`src/hw/rtl/hhpf_pkg.sv`:
```
// Shared types, constants and method-name tables for the HTTP host packet filter.
`default_nettype none
package hhpf_pkg;

    localparam int MAX_PATTERN_BYTES = 32;
    localparam int PAT_IDX_W         = $clog2(MAX_PATTERN_BYTES);
    localparam int PLEN_W            = 6;
    localparam int CFG_INDEX_W       = 3;
    localparam int CFG_DATA_W        = 64;
    localparam int QUEUE_DEPTH       = 4;
    localparam int QPTR_W            = $clog2(QUEUE_DEPTH);
    localparam int METHOD_COUNT      = 9;

    localparam logic [CFG_INDEX_W-1:0] REG_PAT0     = 3'd0;
    localparam logic [CFG_INDEX_W-1:0] REG_PAT1     = 3'd1;
    localparam logic [CFG_INDEX_W-1:0] REG_PAT2     = 3'd2;
    localparam logic [CFG_INDEX_W-1:0] REG_PAT3     = 3'd3;
    localparam logic [CFG_INDEX_W-1:0] REG_PLEN     = 3'd4;
    localparam logic [CFG_INDEX_W-1:0] REG_PORT     = 3'd5;

    localparam logic [15:0] DEFAULT_PORT = 16'd80;
    localparam logic [7:0]  PROTO_TCP    = 8'h06;
    localparam logic [7:0]  CHAR_CR      = 8'h0D;
    localparam logic [7:0]  CHAR_LF      = 8'h0A;

    localparam logic [2:0] CAUSE_HOST      = 3'd0;
    localparam logic [2:0] CAUSE_NOT_TCP   = 3'd1;
    localparam logic [2:0] CAUSE_PORT      = 3'd2;
    localparam logic [2:0] CAUSE_NO_PAYLD  = 3'd3;
    localparam logic [2:0] CAUSE_NO_METHOD = 3'd4;
    localparam logic [2:0] CAUSE_NO_LINE2  = 3'd5;
    localparam logic [2:0] CAUSE_NO_HOST   = 3'd6;
    localparam logic [2:0] CAUSE_TRUNC     = 3'd7;

    typedef struct packed {
        logic [7:0]  data;
        logic        last;
        logic        delim;
        logic        zero;
        logic [15:0] pos;
    } beat_t;

    typedef struct packed {
        logic [8*MAX_PATTERN_BYTES-1:0] pattern;
        logic [PLEN_W-1:0]              plen;
        logic [15:0]                    port;
    } cfg_t;

    function automatic logic [2:0] method_len(input int unsigned i);
        case (i)
            0: method_len = 3'd3;
            1: method_len = 3'd4;
            2: method_len = 3'd4;
            3: method_len = 3'd3;
            4: method_len = 3'd6;
            5: method_len = 3'd7;
            6: method_len = 3'd7;
            7: method_len = 3'd5;
            8: method_len = 3'd5;
            default: method_len = 3'd0;
        endcase
    endfunction

    function automatic logic [7:0] method_char(input int unsigned i, input logic [2:0] col);
        logic [8*8-1:0] name;
        case (i)
            0: name = "GET";
            1: name = "HEAD";
            2: name = "POST";
            3: name = "PUT";
            4: name = "DELETE";
            5: name = "CONNECT";
            6: name = "OPTIONS";
            7: name = "TRACE";
            8: name = "PATCH";
            default: name = '0;
        endcase
        // string literal is right-aligned: first char sits at byte (len-1)
        method_char = name[8*(int'(method_len(i)) - 1 - int'(col)) +: 8];
    endfunction

endpackage
`default_nettype wire

```
`src/hw/rtl/hhpf_front.sv`:
```
// Front end: accepts byte beats, tags position and character class, pushes into the queue.
`default_nettype none
module hhpf_front (
    input  wire logic          clk,
    input  wire logic          rst_n,
    input  wire logic          in_valid,
    output logic               in_ready,
    input  wire logic [7:0]    packet_byte,
    input  wire logic          end_of_packet,
    input  wire logic          q_full,
    output logic               q_push,
    output hhpf_pkg::beat_t    q_beat
);

    logic [15:0] pos_reg, pos_next;

    assign in_ready = !q_full;
    assign q_push   = in_valid && in_ready;

    always_comb
    begin
        q_beat.data  = packet_byte;
        q_beat.last  = end_of_packet;
        q_beat.delim = (packet_byte == hhpf_pkg::CHAR_CR) || (packet_byte == hhpf_pkg::CHAR_LF);
        q_beat.zero  = (packet_byte == 8'h00);
        q_beat.pos   = pos_reg;
    end

    always_comb
    begin
        pos_next = pos_reg;
        if (q_push)
        begin
            if (end_of_packet)
                pos_next = '0;
            else if (pos_reg != 16'hFFFF)
                pos_next = pos_reg + 16'd1;
        end
    end

    always_ff @(posedge clk or negedge rst_n)
    begin
        if (!rst_n)
            pos_reg <= '0;
        else
            pos_reg <= pos_next;
    end

endmodule
`default_nettype wire

```
`src/hw/rtl/hhpf_queue.sv`:
```
// Small register queue decoupling the front end from the parser.
`default_nettype none
module hhpf_queue (
    input  wire logic          clk,
    input  wire logic          rst_n,
    input  wire logic          push,
    input  wire hhpf_pkg::beat_t push_beat,
    output logic               full,
    input  wire logic          pop,
    output logic               nonempty,
    output hhpf_pkg::beat_t    head_beat
);

    hhpf_pkg::beat_t                 slot_reg [hhpf_pkg::QUEUE_DEPTH];
    logic [hhpf_pkg::QPTR_W-1:0]     rd_reg, rd_next, wr_reg, wr_next;
    logic [hhpf_pkg::QPTR_W:0]       cnt_reg, cnt_next;

    assign full      = (cnt_reg == (hhpf_pkg::QPTR_W+1)'(hhpf_pkg::QUEUE_DEPTH));
    assign nonempty  = (cnt_reg != '0);
    assign head_beat = slot_reg[rd_reg];

    always_comb
    begin
        rd_next  = rd_reg;
        wr_next  = wr_reg;
        cnt_next = cnt_reg;
        if (push)
            wr_next = wr_reg + 1'b1;
        if (pop)
            rd_next = rd_reg + 1'b1;
        if (push && !pop)
            cnt_next = cnt_reg + 1'b1;
        else if (pop && !push)
            cnt_next = cnt_reg - 1'b1;
    end

    always_ff @(posedge clk)
    begin
        if (push)
            slot_reg[wr_reg] <= push_beat;
    end

    always_ff @(posedge clk or negedge rst_n)
    begin
        if (!rst_n)
        begin
            rd_reg  <= '0;
            wr_reg  <= '0;
            cnt_reg <= '0;
        end
        else
        begin
            rd_reg  <= rd_next;
            wr_reg  <= wr_next;
            cnt_reg <= cnt_next;
        end
    end

endmodule
`default_nettype wire

```
`src/hw/rtl/hhpf_back.sv`:
```
// Back end: header and payload parser, host matcher and verdict output register.
`default_nettype none
module hhpf_back (
    input  wire logic          clk,
    input  wire logic          rst_n,
    input  wire hhpf_pkg::cfg_t  cfg,
    input  wire logic          q_nonempty,
    input  wire hhpf_pkg::beat_t beat,
    output logic               q_pop,
    output logic               out_valid,
    input  wire logic          out_ready,
    output logic               drop,
    output logic [2:0]         verdict_cause
);

    localparam logic [2:0] PH_HEADER   = 3'd0;
    localparam logic [2:0] PH_DONE     = 3'd1;
    localparam logic [2:0] PH_LEAD     = 3'd2;
    localparam logic [2:0] PH_LINE1    = 3'd3;
    localparam logic [2:0] PH_LINE1_OK = 3'd4;
    localparam logic [2:0] PH_MID      = 3'd5;
    localparam logic [2:0] PH_LINE2    = 3'd6;

    localparam int NP = hhpf_pkg::MAX_PATTERN_BYTES;
    localparam int CW = hhpf_pkg::PAT_IDX_W + 1;

    logic [2:0]  phase_reg, phase_next;
    logic [5:0]  ihl_reg, ihl_next;
    logic [15:0] total_reg, total_next;
    logic [15:0] sport_reg, sport_next;
    logic [7:0]  dhigh_reg, dhigh_next;
    logic [15:0] poff_reg, poff_next;
    logic [8:0]  cand_reg, cand_next;
    logic [7:0]  col_reg, col_next;
    logic [7:0]  win_reg [NP];
    logic [7:0]  win_next [NP];
    logic [CW-1:0] count_reg, count_next;
    logic [2:0]  pend_reg, pend_next;
    logic        out_valid_reg, out_valid_next;
    logic        drop_reg, drop_next;
    logic [2:0]  cause_reg, cause_next;

    logic        out_free;
    logic [CW-1:0] plen_sat;
    logic [7:0]  aligned [NP];
    logic [NP-1:0] amask;

    logic [7:0]  l1_col;
    logic [8:0]  l1_cand, l1_cand_out;
    logic        l1_ok;
    logic [CW-1:0] l2_count;
    logic        l2_hit;

    function automatic logic [2:0] end_cause(input logic [2:0] ph, input logic [15:0] poff,
                                             input logic [2:0] pend);
        case (ph)
            PH_HEADER:   end_cause = (poff != '0) ? hhpf_pkg::CAUSE_NO_PAYLD
                                                  : hhpf_pkg::CAUSE_TRUNC;
            PH_LEAD,
            PH_LINE1:    end_cause = hhpf_pkg::CAUSE_NO_METHOD;
            PH_LINE1_OK,
            PH_MID:      end_cause = hhpf_pkg::CAUSE_NO_LINE2;
            PH_LINE2:    end_cause = hhpf_pkg::CAUSE_NO_HOST;
            default:     end_cause = pend;
        endcase
    endfunction

    assign out_free      = !out_valid_reg || out_ready;
    assign q_pop         = q_nonempty && (!beat.last || out_free);
    assign out_valid     = out_valid_reg;
    assign drop          = drop_reg;
    assign verdict_cause = cause_reg;

    // pattern right-aligned onto the newest bytes of the line window
    assign plen_sat = (cfg.plen > hhpf_pkg::PLEN_W'(NP)) ? CW'(NP) : CW'(cfg.plen);

    always_comb
    begin
        logic [CW:0] s;
        for (int j = 0; j < NP; j++)
        begin
            s = (CW+1)'(j) + (CW+1)'(plen_sat);
            amask[j]   = (s >= (CW+1)'(NP));
            aligned[j] = cfg.pattern[8*int'(s[hhpf_pkg::PAT_IDX_W-1:0]) +: 8];
        end
    end

    // first-line method matcher
    assign l1_col  = (phase_reg == PH_LEAD || phase_reg == PH_HEADER) ? 8'd0 : col_reg;
    assign l1_cand = (phase_reg == PH_LEAD || phase_reg == PH_HEADER) ? 9'h1FF : cand_reg;

    always_comb
    begin
        logic [7:0] ch;
        logic       lt;
        l1_cand_out = l1_cand;
        l1_ok       = 1'b0;
        for (int i = 0; i < hhpf_pkg::METHOD_COUNT; i++)
        begin
            ch = hhpf_pkg::method_char(i, l1_col[2:0]);
            lt = (l1_col < {5'd0, hhpf_pkg::method_len(i)});
            if (l1_cand[i] && lt && (ch != beat.data))
                l1_cand_out[i] = 1'b0;
            if (l1_cand[i] && lt && (ch == beat.data) &&
                (l1_col + 8'd1 == {5'd0, hhpf_pkg::method_len(i)}))
                l1_ok = 1'b1;
        end
    end

    // second-line host window compare, after this beat's shift
    always_comb
    begin
        logic [CW-1:0] c;
        logic [7:0]    nb;
        logic          all_eq;
        c = (phase_reg == PH_LINE2) ? count_reg : '0;
        l2_count = (c < CW'(NP)) ? c + 1'b1 : c;
        all_eq = 1'b1;
        for (int j = 0; j < NP; j++)
        begin
            nb = (j == NP-1) ? beat.data : win_reg[(j+1) % NP];
            if (amask[j] && (nb != aligned[j]))
                all_eq = 1'b0;
        end
        l2_hit = all_eq && (l2_count >= plen_sat);
    end

    always_comb
    begin
        logic [15:0] rel;
        logic [5:0]  doff;
        logic        do_payload;
        logic [2:0]  c;

        phase_next = phase_reg;
        ihl_next   = ihl_reg;
        total_next = total_reg;
        sport_next = sport_reg;
        dhigh_next = dhigh_reg;
        poff_next  = poff_reg;
        cand_next  = cand_reg;
        col_next   = col_reg;
        count_next = count_reg;
        pend_next  = pend_reg;
        for (int j = 0; j < NP; j++)
            win_next[j] = win_reg[j];
        out_valid_next = out_valid_reg && !out_ready;
        drop_next      = drop_reg;
        cause_next     = cause_reg;
        rel        = beat.pos - {10'd0, ihl_reg};
        doff       = {beat.data[7:4], 2'b00};
        do_payload = 1'b0;
        c          = '0;

        if (q_pop)
        begin
            if (phase_reg != PH_DONE && beat.pos != 16'hFFFF)
            begin
                if (phase_reg == PH_HEADER)
                begin
                    if (beat.pos == 16'd0)
                        ihl_next = {beat.data[3:0], 2'b00};
                    else if (beat.pos == 16'd2)
                        total_next = {beat.data, 8'h00};
                    else if (beat.pos == 16'd3)
                        total_next = {total_reg[15:8], beat.data};
                    else if (beat.pos == 16'd9)
                    begin
                        if (beat.data != hhpf_pkg::PROTO_TCP)
                        begin
                            pend_next  = hhpf_pkg::CAUSE_NOT_TCP;
                            phase_next = PH_DONE;
                        end
                        else if (ihl_reg < 6'd20)
                        begin
                            pend_next  = hhpf_pkg::CAUSE_TRUNC;
                            phase_next = PH_DONE;
                        end
                    end
                    else if (beat.pos >= 16'd20 && beat.pos >= {10'd0, ihl_reg})
                    begin
                        if (rel == 16'd0)
                            sport_next = {beat.data, 8'h00};
                        else if (rel == 16'd1)
                            sport_next = {sport_reg[15:8], beat.data};
                        else if (rel == 16'd2)
                            dhigh_next = beat.data;
                        else if (rel == 16'd3)
                        begin
                            if ({dhigh_reg, beat.data} != cfg.port && sport_reg != cfg.port)
                            begin
                                pend_next  = hhpf_pkg::CAUSE_PORT;
                                phase_next = PH_DONE;
                            end
                        end
                        else if (rel == 16'd12)
                        begin
                            if (doff < 6'd20)
                            begin
                                pend_next  = hhpf_pkg::CAUSE_TRUNC;
                                phase_next = PH_DONE;
                            end
                            else
                            begin
                                poff_next = {9'd0, {1'b0, ihl_reg} + {1'b0, doff}};
                                if (total_reg <= poff_next)
                                begin
                                    pend_next  = hhpf_pkg::CAUSE_NO_PAYLD;
                                    phase_next = PH_DONE;
                                end
                            end
                        end
                        else if (poff_reg != '0 && beat.pos >= poff_reg)
                        begin
                            phase_next = PH_LEAD;
                            do_payload = 1'b1;
                        end
                    end
                end
                else if (beat.pos < total_reg)
                    do_payload = 1'b1;
            end

            if (do_payload)
            begin
                if (beat.zero)
                begin
                    pend_next  = end_cause(phase_next, poff_next, pend_reg);
                    phase_next = PH_DONE;
                end
                else
                begin
                    case (phase_next)
                        PH_LEAD,
                        PH_LINE1:
                        begin
                            if (beat.delim)
                            begin
                                if (phase_next == PH_LINE1)
                                begin
                                    pend_next  = hhpf_pkg::CAUSE_NO_METHOD;
                                    phase_next = PH_DONE;
                                end
                            end
                            else
                            begin
                                cand_next  = l1_cand_out;
                                col_next   = (l1_col == 8'hFF) ? l1_col : l1_col + 8'd1;
                                phase_next = l1_ok ? PH_LINE1_OK : PH_LINE1;
                            end
                        end
                        PH_LINE1_OK:
                        begin
                            if (beat.delim)
                                phase_next = PH_MID;
                        end
                        PH_MID,
                        PH_LINE2:
                        begin
                            if (beat.delim)
                            begin
                                if (phase_next == PH_LINE2)
                                begin
                                    pend_next  = hhpf_pkg::CAUSE_NO_HOST;
                                    phase_next = PH_DONE;
                                end
                            end
                            else
                            begin
                                for (int j = 0; j < NP-1; j++)
                                    win_next[j] = win_reg[j+1];
                                win_next[NP-1] = beat.data;
                                count_next = l2_count;
                                if (l2_hit)
                                begin
                                    pend_next  = hhpf_pkg::CAUSE_HOST;
                                    phase_next = PH_DONE;
                                end
                                else
                                    phase_next = PH_LINE2;
                            end
                        end
                        default:
                        begin
                        end
                    endcase
                end
            end

            if (beat.last)
            begin
                c = end_cause(phase_next, poff_next, pend_next);
                out_valid_next = 1'b1;
                drop_next      = (c == hhpf_pkg::CAUSE_HOST);
                cause_next     = c;
                phase_next = PH_HEADER;
                ihl_next   = '0;
                total_next = '0;
                sport_next = '0;
                dhigh_next = '0;
                poff_next  = '0;
                cand_next  = 9'h1FF;
                col_next   = '0;
                count_next = '0;
                pend_next  = '0;
            end
        end
    end

    always_ff @(posedge clk)
    begin
        for (int j = 0; j < NP; j++)
            win_reg[j] <= win_next[j];
        drop_reg  <= drop_next;
        cause_reg <= cause_next;
    end

    always_ff @(posedge clk or negedge rst_n)
    begin
        if (!rst_n)
        begin
            phase_reg     <= PH_HEADER;
            ihl_reg       <= '0;
            total_reg     <= '0;
            sport_reg     <= '0;
            dhigh_reg     <= '0;
            poff_reg      <= '0;
            cand_reg      <= 9'h1FF;
            col_reg       <= '0;
            count_reg     <= '0;
            pend_reg      <= '0;
            out_valid_reg <= 1'b0;
        end
        else
        begin
            phase_reg     <= phase_next;
            ihl_reg       <= ihl_next;
            total_reg     <= total_next;
            sport_reg     <= sport_next;
            dhigh_reg     <= dhigh_next;
            poff_reg      <= poff_next;
            cand_reg      <= cand_next;
            col_reg       <= col_next;
            count_reg     <= count_next;
            pend_reg      <= pend_next;
            out_valid_reg <= out_valid_next;
        end
    end

    a_last_gives_verdict: assert property (@(posedge clk) disable iff (!rst_n)
        q_pop && beat.last |=> out_valid_reg)
        else $error("last beat popped without a verdict");

    a_no_overwrite: assert property (@(posedge clk) disable iff (!rst_n)
        !(q_pop && beat.last && out_valid_reg && !out_ready))
        else $error("verdict overwritten while pending");

    a_count_bound: assert property (@(posedge clk) disable iff (!rst_n)
        count_reg <= CW'(NP))
        else $error("line window count out of range");

    a_restart: assert property (@(posedge clk) disable iff (!rst_n)
        q_pop && beat.last |=> phase_reg == PH_HEADER && poff_reg == '0)
        else $error("parser not cleared after verdict");

endmodule
`default_nettype wire

```
`src/hw/rtl/http_host_packet_filter_top.sv`:
```
// Top level of the HTTP host packet filter: configuration registers and block wiring.
// Packets enter one byte per beat starting at the IPv4 header; one verdict beat (drop and
// cause) leaves after the beat marked end_of_packet. The block sustains one byte per cycle:
// the front end tags each byte, a four-entry queue buffers it, and the parser consumes one
// byte per cycle, stalling only when a verdict is ready while the previous one is still held
// in the output register. Each byte is registered in the queue, and each verdict in the output register.
// Configuration writes are taken every cycle and must only be made while no packet is open.
`default_nettype none
module http_host_packet_filter_top (
    input  wire logic                               clk,
    input  wire logic                               rst_n,
    input  wire logic                               in_valid,
    output logic                                    in_ready,
    input  wire logic [7:0]                         packet_byte,
    input  wire logic                               end_of_packet,
    output logic                                    out_valid,
    input  wire logic                               out_ready,
    output logic                                    drop,
    output logic [2:0]                              verdict_cause,
    input  wire logic                               cfg_valid,
    output logic                                    cfg_ready,
    input  wire logic [hhpf_pkg::CFG_INDEX_W-1:0]   cfg_index,
    input  wire logic [hhpf_pkg::CFG_DATA_W-1:0]    cfg_data
);

    hhpf_pkg::cfg_t  cfg_reg, cfg_next;
    hhpf_pkg::beat_t push_beat, head_beat;
    logic            q_full, q_push, q_pop, q_nonempty;

    assign cfg_ready = 1'b1;

    always_comb
    begin
        cfg_next = cfg_reg;
        if (cfg_valid && cfg_ready)
        begin
            case (cfg_index)
                hhpf_pkg::REG_PAT0: cfg_next.pattern[63:0]    = cfg_data;
                hhpf_pkg::REG_PAT1: cfg_next.pattern[127:64]  = cfg_data;
                hhpf_pkg::REG_PAT2: cfg_next.pattern[191:128] = cfg_data;
                hhpf_pkg::REG_PAT3: cfg_next.pattern[255:192] = cfg_data;
                hhpf_pkg::REG_PLEN: cfg_next.plen = cfg_data[hhpf_pkg::PLEN_W-1:0];
                hhpf_pkg::REG_PORT: cfg_next.port = cfg_data[15:0];
                default:
                begin
                end
            endcase
        end
    end

    always_ff @(posedge clk or negedge rst_n)
    begin
        if (!rst_n)
        begin
            cfg_reg.pattern <= '0;
            cfg_reg.plen    <= '0;
            cfg_reg.port    <= hhpf_pkg::DEFAULT_PORT;
        end
        else
            cfg_reg <= cfg_next;
    end

    hhpf_front u_front (
        .clk           (clk),
        .rst_n         (rst_n),
        .in_valid      (in_valid),
        .in_ready      (in_ready),
        .packet_byte   (packet_byte),
        .end_of_packet (end_of_packet),
        .q_full        (q_full),
        .q_push        (q_push),
        .q_beat        (push_beat)
    );

    hhpf_queue u_queue (
        .clk       (clk),
        .rst_n     (rst_n),
        .push      (q_push),
        .push_beat (push_beat),
        .full      (q_full),
        .pop       (q_pop),
        .nonempty  (q_nonempty),
        .head_beat (head_beat)
    );

    hhpf_back u_back (
        .clk           (clk),
        .rst_n         (rst_n),
        .cfg           (cfg_reg),
        .q_nonempty    (q_nonempty),
        .beat          (head_beat),
        .q_pop         (q_pop),
        .out_valid     (out_valid),
        .out_ready     (out_ready),
        .drop          (drop),
        .verdict_cause (verdict_cause)
    );

endmodule
`default_nettype wire
```
`config.mk`:
```
export PLATFORM = sky130hd
export DESIGN_NAME = http_host_packet_filter_top
export DESIGN_NICKNAME = d
export VERILOG_FILES = /design/src/hw/rtl/hhpf_pkg.sv /design/src/hw/rtl/hhpf_front.sv /design/src/hw/rtl/hhpf_queue.sv /design/src/hw/rtl/hhpf_back.sv /design/src/hw/rtl/http_host_packet_filter_top.sv
export SDC_FILE = /design/constraint.sdc
export NUM_CORES = 2
export LEC_CHECK = 0
export BUFFER_PORTS_ARGS = -buffer_cell sky130_fd_sc_hd__buf_2
export CAP_MARGIN = 10
export CELL_PAD_IN_SITES_DETAIL_PLACEMENT = 1
export CELL_PAD_IN_SITES_GLOBAL_PLACEMENT = 1
export CORE_MARGIN = 4
export CORE_UTILIZATION = 23
export CTS_CLUSTER_SIZE = 10
export DETAILED_ROUTE_END_ITERATION = 16
export PLACE_DENSITY = 0.45
export SLEW_MARGIN = 10
export SYNTH_ARGS = -nofsm -noshare
export SYNTH_HDL_FRONTEND = slang
export SYNTH_SLANG_ARGS = --single-unit
export TNS_END_PERCENT = 10
```
`constraint.sdc`:
```
create_clock -name clk -period 10.55 [get_ports clk]
set_input_delay 0.5275 -clock clk [delete_from_list [all_inputs] [get_ports clk]]
set_output_delay 0.5275 -clock clk [all_outputs]
set_load 0.02 [all_outputs]
```
# Yosys cells after proc, flatten, opt, wreduce, memory -nomap -nowiden

Memories as Yosys holds them, arrays and structs flattened.
Index checks and enable logic that the tools add are counted.

Bits in registers: 397
Bits in writable memories: 364
Input bits: 81
Output and inout bits: 7
Logic and storage cells: 604
Memories kept: 2

Memories:

| name             | words | bits a word | read ports | clocked after memory_dff | wr ports | line             | RTL |
|---|---|---|---|---|---|---|---|
| u_back.win_reg   | 32    | 8           | 31         | 0                        | 32       | hhpf_back.sv:35  | `logic [7:0] win_reg [NP];` |
| u_queue.slot_reg | 4     | 27          | 1          | 0                        | 1        | hhpf_queue.sv:14 | `hhpf_pkg::beat_t slot_reg [hhpf_pkg::QUEUE_DEPTH];` |

Add/sub/neg operators: 45
Magnitude comparators: 47
Equal/unequal tests: 102
Shift-type cells: 41
Mux-type cells: 207
Reductions and logical operators: 135

Operators with widths:

| operator                                                     | count |
|---|---|
| variable part select 256 x 9 -> 8 bit                        | 32 |
| 2-to-1 mux 256 bit                                           | 5 |
| variable part select 64 x 32 -> 8 bit (first input constant) | 9 |
| 2-to-1 mux 16 bit                                            | 31 |
| != test 8 bit                                                | 41 |
| >= comparator 7 x 6 -> 1 bit (second input constant)         | 31 |
| 2-to-1 mux 3 bit                                             | 60 |
| 2-to-1 mux 8 bit                                             | 20 |
| adder 5 x 6 -> 7 bit (first input constant)                  | 16 |
| logical AND 1 bit                                            | 78 |
| == test 8 bit                                                | 9 |
| 2-to-1 mux 6 bit                                             | 12 |
| 2-to-1 mux 1 bit                                             | 69 |
| == test 16 x 2 -> 1 bit (second input constant)              | 4 |
| adder 4 x 6 -> 7 bit (first input constant)                  | 8 |
| 2-to-1 mux 9 bit                                             | 6 |
| == test 16 x 4 -> 1 bit (second input constant)              | 2 |
| == test 8 x 3 -> 1 bit (second input constant)               | 4 |
| zero test 16 bit                                             | 2 |
| < comparator 8 x 3 -> 1 bit (second input constant)          | 4 |
| != test 16 bit                                               | 2 |
| != test 16 bit (second input constant)                       | 2 |
| nonzero test 16 bit                                          | 2 |
| == test 3 bit (second input constant)                        | 10 |
| other kinds (53)                                             | 118 |

# Depth between registers and ports, before layout

Word-level depth: 50
Mapped depth: 29
Gate-level depth less buffers: 20

# By module

From an unflattened synthesis, not the netlist that was laid out.

Cell total of the unflattened synthesis: 6203
Area, all modules: 61995.7 um2

Modules (own cells, without submodules):

| module                      | times used | cells each | area an instance (um2) | sequential area each (um2) |
|---|---|---|---|---|
| hhpf_back                   | 1          | 5311       | 45354.7                | 9830.7 |
| http_host_packet_filter_top | 1          | 594        | 11213.3                | 6959.2 |
| hhpf_queue                  | 1          | 175        | 4300.4                 | 3418.3 |
| hhpf_front                  | 1          | 123        | 1127.3                 | 400.4 |

# Worst setup path after synthesis

No wires, ideal clock.

Kind: register -> register
Start point: reg u_queue.rd_reg[0] (netlist bit)
End point: reg u_back.count_reg[1]
Setup time: 129 ps
Arrival time: 11504 ps
Required time: 10421 ps
Slack: -1084 ps
Stages on the path, launching flop included: 24
Buffers on the path: 5
Period minus slack after synthesis: 11634 ps
Cell sequence: dfrtp_1 buf_2 buf_6 buf_4 mux4_2 clkbuf_1 buf_1 ha_1 fa_1 inv_1 ha_1 nor2b_1 o21a_1 o21a_1 o211ai_1 a21oi_1 nand2b_1 a21oi_1 o22a_1 xnor2_1 and2_1 and3_1 nor2_1 a22o_1

RTL lines:

| element                  | line             | RTL |
|---|---|---|
| start: declaration       | hhpf_queue.sv:15 | `logic [hhpf_pkg::QPTR_W-1:0] rd_reg, rd_next, wr_reg, wr_next;` |
| start signal: assignment | hhpf_queue.sv:53 | `rd_reg <= rd_next;` |
| end signal: assignment   | hhpf_back.sv:344 | `count_reg <= count_next;` |
| end: declaration         | hhpf_back.sv:37  | `logic [CW-1:0] count_reg, count_next;` |

# Worst setup path after layout

Start point: reg cfg_reg[17] (netlist bit)
End point: reg u_back.drop_reg (netlist: u_back.drop), data pin

Cells in the longest elaborated chain, start to end: 50
Elaborated cells on any way between the ends: 218
Those cells by class: add/sub: 31; order compare: 34; eq/ne: 37; shift: 32; mux: 47; reduce/logical: 37

RTL lines:

| element                                                                       | line                              | RTL |
|---|---|---|
| start: declaration                                                            | http_host_packet_filter_top.sv:26 | `hhpf_pkg::cfg_t cfg_reg, cfg_next;` |
| start signal: assignment                                                      | http_host_packet_filter_top.sv:60 | `cfg_reg <= cfg_next;` |
| > comparator 6 bit                                                            | hhpf_back.sv:75                   | `assign plen_sat = (cfg.plen > hhpf_pkg::PLEN_W'(NP)) ? CW'(NP) : CW'(cfg.plen);` |
| 2-to-1 mux 6 bit *                                                            | hhpf_back.sv:75                   |  |
| adder 1 x 6 -> 7 bit or variable part select 256 x 9 -> 8 bit (tied branches) | hhpf_back.sv:82, hhpf_back.sv:84  |  |
| variable part select 256 x 9 -> 8 bit or != test 8 bit (tied branches)        | hhpf_back.sv:84, hhpf_back.sv:122 |  |
| != test 8 bit or logical AND 1 bit (tied branches)                            | hhpf_back.sv:122                  | `if (amask[j] && (nb != aligned[j]))` |
| logical AND 1 bit or 2-to-1 mux 1 bit (tied branches)                         | hhpf_back.sv:122                  |  |
| 2-to-1 mux 1 bit (31 in a row)                                                | hhpf_back.sv:122                  |  |
| logical AND 1 bit *                                                           | hhpf_back.sv:125                  | `l2_hit = all_eq && (l2_count >= plen_sat);` |
| (+4 left out)                                                                 | n/a                               |  |
| 2-to-1 mux 3 bit                                                              | hhpf_back.sv:224                  | `if (do_payload)` |
| 2-to-1 mux 3 bit                                                              | hhpf_back.sv:155                  | `if (q_pop)` |
| == test 3 bit or == test 3 x 2 -> 1 bit (tied branches)                       | hhpf_back.sv:56                   | `case (ph)` |
| OR reduction 2 bit                                                            | hhpf_back.sv:56                   |  |
| case mux 3 bit (4 select lines) *                                             | hhpf_back.sv:56                   |  |
| 2-to-1 mux 3 bit *                                                            | hhpf_back.sv:290                  | `if (beat.last)` |
| 2-to-1 mux 3 bit *                                                            | hhpf_back.sv:155                  |  |
| zero test 3 bit *                                                             | hhpf_back.sv:294                  | `drop_next = (c == hhpf_pkg::CAUSE_HOST);` |
| end signal: assignment                                                        | hhpf_back.sv:314                  | `drop_reg <= drop_next;` |
| end: declaration                                                              | hhpf_back.sv:40                   | `logic drop_reg, drop_next;` |

Mark *: on every way between the ends. The rest lies on a longest branch, timed or not. The select of a mux whose other input is x is not followed.
A chain may end at the register's enable or synchronous reset.

==> flow_results.org <==
** Synth
- Synthesis handed over a netlist of 6995 instances.
- Compound-gate portion of the synthesized area :: 0.197
- Synth Warn # :: 0
- In this run, distinct cell masters in the synthesized netlist total 120.
- Of the synthesized area, sequential elements account for 0.315.
- FFs w/ async S/R, synth :: 0.521
- For this run, the leading register cell type out of synthesis is dfrtp_1.
- Number of storage elements in the synthesis netlist :: 751
- The average instance in the mapped netlist occupies 9.35 sq um.
- By area, the combinational part of the netlist is dominated by multiplexers.
- Summed over all instances, the cell type with the most area after synthesis is edfxtp_1.
- In the post-synthesis netlist, the biggest area contributors are edfxtp_1, dfrtp_1, mux2i_1, mux2_2, mux4_2.
- Area of the mapped netlist :: 65400 sq um
- Of the total synthesized cell area, the portion taken by XOR and XNOR cells is 0.0528.
- Number of synthesized flops with an enable pin :: 360
- Of the total synthesized cell area, the portion taken by full adders, half adders and majority gates is 0.0158.
- Portion of synthesized cell area occupied by the leading cell type :: 0.165
- Synthesized Nets :: 7156
- Proportion of synthesized area in mux cells :: 0.210
- Of the total synthesized cell area, the portion taken by AND, OR, NAND and NOR gates is 0.151.

** Finish
- The area growth from synthesis to layout is 12.8%.
- The register with the most flip-flops in the layout has 278 of them.
- The final layout contains 6990 nets.
- Number of standard cells in the final layout excluding fillers :: 10.7k
- Fraction of layout instances using a drive strength above 1 :: 0.176
- Final non-filler cell area :: 73700 sq um

** Clocking
- For this design, the sink count on the clock tree is 751.
- Depth of the CTS H-tree :: 3
- At the later pin of the worst-skew pair, clock insertion delay measures 0.92 ns.
- CTS root buffer :: clkbuf_16
- Clock tree synthesis inserted a total of 106 buffers.
- Clock buffer depth :: 4
- Clock tree from TritonCTS :: yes
- Clock-pin slew was measured on the worst setup and hold paths at 0.07 ns.
- Setup fix buffers added after clock tree synthesis :: 0

** STA
- In this run the tightest slew margin relative to its limit is 0.0750.
- Max Clk Rate :: 110 MHz
- Time the final worst path needs with I/O delays and setup :: 9.06 ns
- At the pin with the least slew margin, the transition time is 1.39 ns.
- Finish-stage setup viols :: 0
- Worst clock skew on the final layout :: 0.122 ns
- The total count of max-transition violations in the final report was 0.
- After routing, the total negative slack on setup checks comes to 0 ns.
- The final hold violation count was 0.
- Tcrit/Tclk final :: 0.859
- Setup repair after global routing missed its margin :: no

** Min path
- The worst hold path belongs to the class input pin to flip-flop.

** Place
- Placed instance area :: 69900 sq um
- Routability-driven placement finished with a final weighted congestion of 1.04.
- In this run the tool buffered the top-level ports with 86 buffer cells.
- Total instance count after detailed placement :: 10.4k
- Detailed placement ended at an HPWL of 353000 microns.

** Setup path
- The worst setup path is launched from a flip-flop.
- STA puts the critical path data required time at 11.22 ns.
- In this run the worst path has a maximum fanout of 56.
- STA classifies the critical path endpoint as a flip-flop.
- STA puts the critical path data arrival time at 9.73 ns.
- The critical path in this run is classified as flip-flop to flip-flop.

** Floorplan
- Starting Density :: 0.231
- The floorplan step set the die height to 541 microns.
- Die Wd :: 541 microns
- In this run the core area contains 195 standard-cell rows.
- The total area inside the core boundary comes to 283000 sq um.
- Die area :: 293000 sq um
- Pin placement for this block handled 88 I/O pins.

** Route
- DR iter-0 viols :: 8586
- Antenna Violating Nets Remaining :: 0
- Vias post-DR :: 65.5k
- 1st-pass router iterations :: 8
- DRC :: 0
- Using the TritonRoute via totals, the vias-per-cell ratio works out to 6.13.
- Summed over all layers, the routed wires come to 459000 microns.
- Routed length per placed instance :: 42.9 microns

** Global routing
- Overall track demand over capacity in global routing :: 0.301
- The number of global-route vias before repair was 63.2k.
- Global-route wire length before repair :: 605000 microns
- Entering global routing, the biggest net connects 134 pins.
- The total overflow left after global routing is 0.
- Number of antenna violations at the first check in global routing :: 65

** Flow run
- Total of max-cap violations :: 0

** Pwr
- VDD sags by at most 0.149 mV.
- Pwr Density :: 320 nW/um^2
- Reported leakage power :: 27.1 nW

** Run status
- Run status :: finished clean
-- synthesized netlist by cell type (all sizes together) (66+ instances only) --
master / n
nand2: 613
mux2i: 592
mux2: 422
nor2: 394
dfrtp: 380
buf: 369
o21ai: 366
edfxtp: 360
clkbuf: 287
a21oi: 260
nand3: 254
xnor2: 215
xor2: 178
inv: 148
o22ai: 144
mux4: 135
o211ai: 135
nor3: 121
nand4: 93
a211oi: 85
a22oi: 81
ha: 77
a32oi: 73
a221oi: 70
and2: 66
-- per-stage QoR --
stage / util / hold WS, ns / worst slack, ns / total power (W)
final: 0.261 / 0.0207 / 1.49 / 0.0236
after global placement: 0.247 / 0.439 / 1.38 / 0.0192
after CTS: 0.261 / 0.00199 / 1.59 / 0.0231
after floorplan: - / 0.232 / 2.05 / 0.0124
after detailed placement: 0.247 / 0.450 / 1.70 / 0.0194
after global routing: 0.261 / 0.0284 / 1.43 / 0.0241
-- worst paths after layout --
path                                  startpoint               endpoint  slack, ns  cells past startpoint
max in group asynchronous                  rst_n    u_back.total_reg[2]       7.66                      5
setup reg to reg                     cfg_reg[17]            u_back.drop       1.49                     20
min in group asynchronous                  rst_n           cfg_reg[120]       0.17                      2
hold reg to reg            u_back.win_reg[1][53]  u_back.win_reg[1][45]       0.47                      0
hold / removal                      cfg_data[46]           cfg_reg[132]       0.02                      2
setup / recovery                     cfg_reg[17]            u_back.drop       1.49                     20
-- power breakdown --
| group | switching [W] | internal, W | leakage (nW) |
|---|---|---|---|
| Sequential | 0.00109 | 0.00347 | 8.14 |
| Combinational | 0.0107 | 0.00466 | 17.3 |
| Clock | 0.00154 | 0.00209 | 1.63 |
| Total | 0.0134 | 0.0102 | 27.1 |
-- worst max-delay path, cell delays in order (launching register included) --
cell	delay [ns]
dfrtp_4	0.74
nor2b_4	0.25
inv_4	0.42
ha_4	0.53
buf_4	0.70
nand2_1	0.35
nand3_1	1.01
a211o_1	0.27
a31oi_1	0.14
a2111oi_1	1.00
xnor2_1	0.20
o211ai_1	0.23
nor4_1	0.59
buf_4	0.22
a311oi_1	0.12
nor4_1	0.32
nand4b_1	0.20
nor4b_4	0.53
o41ai_2	0.19
or4_1	0.54
a211oi_2	0.19
-- per-layer routing --
| layer | global-route usage | wire, microns | up-vias |
|---|---|---|---|
| li1 | - | - | 26400 |
| met5 | 0 | 249 | - |
| met4 | 0.176 | 31900 | 36 |
| met1 | 0.406 | 196000 | 34600 |
| met2 | 0.431 | 188000 | 3654 |
| met3 | 0.0784 | 42500 | 899 |
-- logic make-up after synthesis --
kind of cell / count (synthesis)
flops: 751
fa+ha+maj: 81
compound gates: 1825
buf+inv: 805
simple gates: 1990
mux: 1149
xor+xnor: 393
other cells: 1
-- final cells by class --
cell class | count | area, sq um
well taps | 3743 | 4680
flip-flops and latches | 751 | 20600
repair buffers | 382 | 2890
clock inverters | 39 | 425
diodes | 32 | 80.1
multi-input cells | 5439 | 41500
inverters | 149 | 574
clock buffers | 150 | 2950
fillers | 32400 | 209000
-- what timing repair did --
item | CTS | global route
hold buffers | 41 | 0
hold endpoints to repair | 203 | 0
resized for setup | 0 | 0
-- cells in the final DEF, fill, tap and decap left out, drive strengths merged, types with 151 or more instances in the layout --
cell,n
a21oi,260
buf,341
dfrtp,380
edfxtp,360
inv,151
mux2,422
mux2i,592
nand2,613
nand3,254
nor2,394
o21ai,366
xnor2,215
xor2,178
No activity file was read; power rests on OpenSTA's default activity.
